## config.mk

```make
export PLATFORM = sky130hd
export DESIGN_NAME = sorted_list_insert_remove
export DESIGN_NICKNAME = d
export VERILOG_FILES = /design/src/rtl/slir_pkg.sv /design/src/rtl/slir_cell.sv /design/src/rtl/sorted_list_insert_remove.sv
export SDC_FILE = /design/constraint.sdc
export NUM_CORES = 2
export LEC_CHECK = 0
export BUFFER_PORTS_ARGS = -buffer_cell sky130_fd_sc_hd__buf_2
export CORE_MARGIN = 5
export CORE_UTILIZATION = 43
export CTS_CLUSTER_DIAMETER = 200
export DETAILED_ROUTE_END_ITERATION = 8
export PLACE_DENSITY_LB_ADDON = 0.08
export SYNTH_ARGS = -nofsm -noshare
export SYNTH_HDL_FRONTEND = slang
export SYNTH_HIERARCHICAL = 1
export SYNTH_SLANG_ARGS = --single-unit
```

## constraint.sdc

```tcl
create_clock -name i_clk -period 10.65 [get_ports i_clk]
set_input_delay 0.5325 -clock i_clk [delete_from_list [all_inputs] [get_ports i_clk]]
set_output_delay 0.5325 -clock i_clk [all_outputs]
set_load 0.05 [all_outputs]
```

## src/rtl/slir_pkg.sv

```systemverilog
// Package with the constants, codes and types shared by the sorted list files.
package slir_pkg;

    localparam int CAPACITY = 16;
    localparam int CNT_W    = $clog2(CAPACITY + 1);
    localparam int VAL_W    = 32;

    typedef enum logic [1:0] {
        OP_INSERT = 2'd0,
        OP_REMOVE = 2'd1,
        OP_READ   = 2'd2
    } t_opcode;

    typedef enum logic [1:0] {
        ST_OK        = 2'd0,
        ST_NOT_FOUND = 2'd1,
        ST_FULL      = 2'd2,
        ST_EMPTY     = 2'd3
    } t_status;

    typedef struct packed {
        logic                    ins;
        logic                    rem;
        logic                    found;
        logic signed [VAL_W-1:0] value;
    } t_cell_ctl;

endpackage

```

## src/rtl/slir_cell.sv

```systemverilog
// One entry cell of the sorted list chain with its compare and shift logic.
module slir_cell (
    input  logic                             i_clk,
    input  slir_pkg::t_cell_ctl              i_ctl,
    input  logic                             i_valid,
    input  logic                             i_left_key,
    input  logic signed [slir_pkg::VAL_W-1:0] i_left_val,
    input  logic signed [slir_pkg::VAL_W-1:0] i_right_val,
    output logic                             o_key,
    output logic                             o_eq,
    output logic signed [slir_pkg::VAL_W-1:0] o_val
);

    logic signed [slir_pkg::VAL_W-1:0] r_val;
    logic signed [slir_pkg::VAL_W-1:0] n_val;
    logic                              ge;
    logic                              rem_key;

    always_comb begin
        ge      = !(r_val < i_ctl.value);
        o_key   = !i_valid || ge;
        rem_key = i_valid && ge;
        o_eq    = i_valid && (r_val == i_ctl.value);
        n_val   = r_val;
        if (i_ctl.ins && o_key) begin
            n_val = i_left_key ? i_left_val : i_ctl.value;
        end else if (i_ctl.rem && i_ctl.found && rem_key) begin
            n_val = i_right_val;
        end
    end

    always_ff @(posedge i_clk) begin
        r_val <= n_val;
    end

    assign o_val = r_val;

endmodule

```

## src/rtl/sorted_list_insert_remove.sv

```systemverilog
// Top level of the sorted list: the cell chain, the entry count and the result register.
// The result of each item appears in the output register on the next cycle.
// An item is taken every cycle while the result register is empty or being drained.
// All cells compare against the item value at once and shift by one place in that cycle.
// Synchronous active-low reset empties the list and the result register; entries are not cleared.
module sorted_list_insert_remove (
    input  logic                              i_clk,
    input  logic                              i_rst_n,
    input  logic                              i_in_valid,
    output logic                              o_in_ready,
    input  logic [1:0]                        i_opcode,
    input  logic signed [slir_pkg::VAL_W-1:0] i_value,
    input  logic [3:0]                        i_position,
    output logic                              o_out_valid,
    input  logic                              i_out_ready,
    output logic [1:0]                        o_status,
    output logic signed [slir_pkg::VAL_W-1:0] o_read_value,
    output logic [4:0]                        o_entry_count
);

    localparam int N = slir_pkg::CAPACITY;

    logic [slir_pkg::CNT_W-1:0]        r_count;
    logic [slir_pkg::CNT_W-1:0]        n_count;
    logic                              r_out_valid;
    logic [1:0]                        r_status;
    logic [1:0]                        n_status;
    logic signed [slir_pkg::VAL_W-1:0] r_read_value;
    logic signed [slir_pkg::VAL_W-1:0] n_read_value;

    logic                              accept;
    logic                              full;
    logic                              found;
    slir_pkg::t_cell_ctl               ctl;
    logic [N-1:0]                      key;
    logic [N-1:0]                      eq;
    logic [N-1:0]                      valid;
    logic signed [slir_pkg::VAL_W-1:0] val [N];

    assign o_in_ready = !r_out_valid || i_out_ready;
    assign accept     = i_in_valid && o_in_ready;
    assign full       = 32'(r_count) >= 32'(N);
    assign found      = |eq;

    always_comb begin
        ctl.ins   = accept && (i_opcode == slir_pkg::OP_INSERT) && !full;
        ctl.rem   = accept && (i_opcode == slir_pkg::OP_REMOVE);
        ctl.found = found;
        ctl.value = i_value;
    end

    genvar g;
    generate
        for (g = 0; g < N; g++) begin : g_cell
            assign valid[g] = 32'(g) < 32'(r_count);
            slir_cell u_cell (
                .i_clk       (i_clk),
                .i_ctl       (ctl),
                .i_valid     (valid[g]),
                .i_left_key  ((g == 0) ? 1'b0 : key[(g == 0) ? 0 : g - 1]),
                .i_left_val  (val[(g == 0) ? 0 : g - 1]),
                .i_right_val (val[(g == N - 1) ? g : g + 1]),
                .o_key       (key[g]),
                .o_eq        (eq[g]),
                .o_val       (val[g])
            );
        end
    endgenerate

    always_comb begin
        n_count      = r_count;
        n_status     = slir_pkg::ST_OK;
        n_read_value = '0;
        case (i_opcode)
            slir_pkg::OP_INSERT: begin
                if (full) begin
                    n_status = slir_pkg::ST_FULL;
                end else begin
                    n_count = r_count + 1'b1;
                end
            end
            slir_pkg::OP_REMOVE: begin
                if (found) begin
                    n_count = r_count - 1'b1;
                end else begin
                    n_status = slir_pkg::ST_NOT_FOUND;
                end
            end
            slir_pkg::OP_READ: begin
                if ((32'(i_position) < 32'(r_count)) && (32'(i_position) < 32'(N))) begin
                    for (int i = 0; i < N; i++) begin
                        if (32'(i_position) == 32'(i)) begin
                            n_read_value = val[i];
                        end
                    end
                end else begin
                    n_status = slir_pkg::ST_EMPTY;
                end
            end
            default: begin
                n_status = slir_pkg::ST_OK;
            end
        endcase
    end

    always_ff @(posedge i_clk) begin
        if (!i_rst_n) begin
            r_count     <= '0;
            r_out_valid <= 1'b0;
        end else begin
            if (accept) begin
                r_count     <= n_count;
                r_out_valid <= 1'b1;
            end else if (i_out_ready) begin
                r_out_valid <= 1'b0;
            end
        end
    end

    always_ff @(posedge i_clk) begin
        if (accept) begin
            r_status     <= n_status;
            r_read_value <= n_read_value;
        end
    end

    assign o_out_valid   = r_out_valid;
    assign o_status      = r_status;
    assign o_read_value  = r_read_value;
    assign o_entry_count = 5'(r_count);

`ifndef ASSERT_OFF
    a_count_bound: assert property (@(posedge i_clk) disable iff (!i_rst_n)
        32'(r_count) <= 32'(N))
        else $error("entry count above capacity");

    a_insert_grows: assert property (@(posedge i_clk) disable iff (!i_rst_n)
        (accept && (i_opcode == slir_pkg::OP_INSERT) && !full)
        |=> (r_count == $past(r_count) + 1'b1))
        else $error("insert did not grow the list");

    a_miss_keeps: assert property (@(posedge i_clk) disable iff (!i_rst_n)
        (accept && (i_opcode == slir_pkg::OP_REMOVE) && !found)
        |=> ($stable(r_count) && (r_status == slir_pkg::ST_NOT_FOUND)))
        else $error("remove miss changed the list");

    a_result_follows: assert property (@(posedge i_clk) disable iff (!i_rst_n)
        accept |=> o_out_valid)
        else $error("accepted item produced no result");
`endif

endmodule

```

Yosys cells after proc, flatten, opt, wreduce, memory -nomap -nowiden --
Cells that the tools add are included. W data, S select, Z words.
Operators by class: bitwise gates (word level) 0, equal/unequal tests 35, shift-type cells 0, multipliers 0, magnitude comparators 34, add/subtract/negate cells 2, muxes and demuxes 70, div/mod/pow operators 0, reduce and logical (&&, ||, !) cells 140
Operator list (number):
- $mux W32 | 61
- $eq A32 B32 Y1 | 16
- $lt A32 B32 Y1 | 16
- $logic_and A1 B1 Y1 | 67
- $lt A4 B5 Y1 const A | 8
- $logic_not A1 Y1 | 34
- $reduce_bool A2 Y1 | 17
- $eq A4 B4 Y1 const B | 8
- $lt A3 B5 Y1 const A | 4
- $logic_or A1 B1 Y1 | 17
- $eq A4 B3 Y1 const B | 4
- $reduce_or A16 Y1 | 1
- $lt A1 B5 Y1 const A | 2
- $lt A2 B5 Y1 const A | 2
- $mux W5 | 2
- $pmux W5 S2 | 1
- $eq A4 B2 Y1 const B | 2
- $pmux W2 S3 | 1
- $add A5 B1 Y5 const B | 1
- $ge A5 B5 Y1 const B | 1
- $lt A4 B5 Y1 | 1
- $sub A5 B1 Y5 const B | 1
- $eq A4 B1 Y1 const B | 1
- $logic_not A4 Y1 | 1
- 8 further kinds | 12
Storage, ports and cells: bits in latches 0, memories 0, word-level logic and storage cells 301, output and inout port bits 41, bits in writable memories 0, bits in registers 552, memory bits (read-only) 0

Logic depth before layout (Yosys ltp) --
depth in word-level cells 17, mapped depth 13, mapped depth without buffers 12

Cells and area by module --
Netlist, hierarchy kept.
Modules (own cells, without submodules):
- slir_cell at g_cell[0].u_cell ... | cells each 259, times used 15, sequential area each 960.9 um^2, area an instance 2693.8 um^2
- sorted_list_insert_remove | cells each 915, times used 1, sequential area each 1141.1 um^2, area an instance 7088.0 um^2
- slir_cell at g_cell[15].u_cell | cells each 259, times used 1, sequential area each 960.9 um^2, area an instance 2536.2 um^2

Worst setup path after synthesis --
OpenSTA, ideal clock, no wires.
kind input-to-reg, start input i_out_ready, end register g_cell[15].u_cell.r_val (netlist bit g_cell[15].u_cell/o_val[0]) (enable), setup slack 2.247 ns, data arrival time 7.971 ns, library setup time 0.432 ns, stages 5, path buffers 0, path through nand2b_1 > nand2_1 > nor4_1 > a31oi_1 > a21oi_1
RTL lines:
- from (decl) | line sorted_list_insert_remove.sv:15 | input logic i_out_ready,
- to (signal assigned) | line slir_cell.sv:33 | r_val <= n_val;
- to (decl) | line slir_cell.sv:14 | logic signed [slir_pkg::VAL_W-1:0] r_val;

Final worst setup path --
start register r_count (netlist bit o_entry_count[1]), end register g_cell[15].u_cell.r_val (netlist bit g_cell[15].u_cell/o_val[30]) (enable)
Between the ends: longest elaborated chain between the ends 4, elaborated cells on any way between the ends 7, classes of those cells order compare (2); reduce/logical (5)
Ends and longest elaborated chain:
- from (decl) | line sorted_list_insert_remove.sv:23 | logic [slir_pkg::CNT_W-1:0] r_count;
- from (signal assigned) | line sorted_list_insert_remove.sv:112 | r_count <= n_count;
- $ge A5 B5 Y1 / $lt A4 B5 Y1 (equally long branches) | line sorted_list_insert_remove.sv:42, sorted_list_insert_remove.sv:55
- $logic_not A1 Y1, on equally long branches | line sorted_list_insert_remove.sv:46, slir_cell.sv:21
- $logic_and A1 B1 Y1 / $logic_or A1 B1 Y1 (equally long branches) | line sorted_list_insert_remove.sv:46, slir_cell.sv:21
- $logic_and A1 B1 Y1 * | line slir_cell.sv:25 | if (i_ctl.ins && o_key) begin
Every way passes the cells marked *; elsewhere a longest branch is shown, timed or not. A chain may end at the register's enable or synchronous reset.

==> flow_metrics.tcl <==
set metrics [dict create \
    drtIter0Drc 3582 \
    track_usage 0.2663 \
    grt_pass1_vias 36960 \
    setup_ws_ps 5214 \
    port_buffers 82 \
    syn_inst 5058 \
    status "finished clean" \
    htree_levels 3 \
    first_pass_iters 7 \
    setup_viol 0 \
    overflow 0 \
    pre_cts_ws_ps 5430 \
    syn_to_final_growth_pct 7.088 \
    period_share 0.5104 \
    clockBufferDepth 3 \
    whs_path_depth 3 \
    p_per_area_mw_per_mm2 117.1 \
    setup_tns_ps 0 \
    antenna_cells 0 \
    avgRoutedWirePerCell_um 25.29 \
    numCtsBuffers 76 \
    synth_nets 5618 \
    ios 83 \
    wl_mm 167.4 \
    hold_path_class "primary input to register" \
    dp_hpwl_mm 129.6 \
    wl_met2_mm 72.50 \
    endpoint_kind "register" \
    critPathMaxFanout 32 \
    syn_avg_cell_area_um2 9.891 \
    grt_pass1_wl_mm 246.2 \
    cp.required_ps 10920 \
    vias 38160 \
    worstHoldStart "i_in_valid" \
    worstSetupStartpointType "register" \
    core_region_area_mm2 0.1159 \
    fillers 11070 \
    antenna_found_initial 3 \
    post-route-min-period_ps 5436 \
    post_drt_via_cell_ratio 5.767 \
    cp.arrival_ps 5710 \
    cts_tree "done" \
    worstSetupPathType "register to register" \
    drc 0 \
    worstSkewPairLatency_ps 670 \
    grt_max_degree 106 \
    synth_area_mm2 0.05003 \
    ir_drop_mv 0.1187 \
    rr_endpoint "g_cell[15].u_cell/o_val[30]" \
    clockRootBuffer "clkbuf_16" \
    hold_viol 0 \
    wl_met3_mm 11.60 \
    reg2reg_from "o_entry_count[1]" \
    rsz0062_at_grt "no" \
    fin_skew_ps 32.87 \
    drt-met1-wl_mm 78.75 \
    rr_worst_depth 12 \
    cts.clk_slew.worst_paths_ps 60 \
    num_rows 125 \
    yosys_warnings 6 \
    drive_above_1_share 0.1881 \
    hold_buffers 0 \
    ant_nets 0 \
    maxSlewHeadroom 0.09866 \
    maxUsedRoutingLayer "met5" \
    cellLeakagePower_nw 24.54 \
    reg2reg_slack_ps 5210 \
    die_w_um 351.1 \
    slew_violations 0 \
    globalplace.congestion 0.9189 \
    fmax_mhz 184.0 \
    holdPathEnd "o_out_valid" \
    worst_pin_slew_ps 1349 \
    die_y_um 351.1 \
    die-area_mm2 0.1233 \
    maxCapViolations 0 \
    start_util 0.4317 \
    cts_resized 0 \
    nNetsFinal 5595 \
    cts.sinks 552 \
    finalPower_w 0.006275 \
    postCtsSetupRepairBufs 0 \
]
## how the worst max path moves through the flow
stage | start | end | depth (start not counted)
after detailed placement | i_value[14] | g_cell[9].u_cell/o_val[23] | 13
after global routing | o_entry_count[1] | g_cell[15].u_cell/o_val[15] | 12
after global placement | i_value[14] | g_cell[9].u_cell/o_val[22] | 13
after CTS | o_entry_count[1] | g_cell[9].u_cell/o_val[23] | 13
final | o_entry_count[1] | g_cell[15].u_cell/o_val[30] | 12
after floorplan | i_out_ready | g_cell[15].u_cell/o_val[0] | 5
## registers in the layout, indices dropped and copies added (netlist names)
register	flops
g_cell.u_cell/o_val	512
o_entry_count	5
o_out_valid	1
o_read_value	32
o_status	2
## where the power goes
group	internal, W	switching (W)
logic	0.000431	0.000710
registers	0.00247	0.0000830
clock network	0.00152	0.00106
total	0.00442	0.00186
## layer usage
layer,global-route usage,vias to the layer above
li1,-,18380
met1,0.3876,18400
met2,0.4118,1188
met3,0.04656,190
met4,0.06495,6
met5,0,-
## metrics by stage
step / util / std cells / hold WS (ps) / area (um2)
4_1_cts: 0.4623 / 6618 / 92.04 / 53570
3_3_place_gp: 0.4414 / 6481 / 526.4 / 51150
5_1_grt: 0.4623 / 6618 / 124.3 / 53570
2_1_floorplan: - / 5058 / 566.2 / 50030
6_report: 0.4623 / 6618 / 129.5 / 53570
3_5_place_dp: 0.4414 / 6481 / 527.2 / 51150
## final cells by class
type / instances / area (um2) / share of cell area
clock buffers: 94 / 1991 / 0.03716
clock inverters: 43 / 429.2 / 0.008011
inverters: 530 / 1989 / 0.03713
multi-input cells: 3719 / 29740 / 0.5551
flip-flops and latches: 552 / 16520 / 0.3083
well taps: 1524 / 1907 / 0.03559
repair buffers: 156 / 1002 / 0.01871
## worst max-delay path: stages, from the launching register on
cell	delay [ps]
dfxtp_1	630
inv_1	280
nand4_1	500
a21boi_0	850
and3_1	290
nand4_1	100
nor2_1	200
nor4_1	90
buf_4	160
and4_1	180
inv_1	480
a31oi_1	330
a21oi_4	930
## placed cells by master (no fill, tap or decap), types with 23 or more instances in the layout
master,count
nand3_1,27
a211oi_1,32
and3_1,41
o21a_1,26
mux2_4,450
nor2_1,133
buf_2,78
nand2_1,788
inv_1,528
mux2_1,23
nor2b_1,39
o21ai_0,595
clkbuf_16,77
edfxtp_1,546
o22ai_1,46
mux2_2,82
a31oi_1,25
nand2b_1,30
nand4_1,68
buf_4,75
ha_1,518
a21oi_1,293
mux2i_1,91
Power figures use the tool's default switching activity.
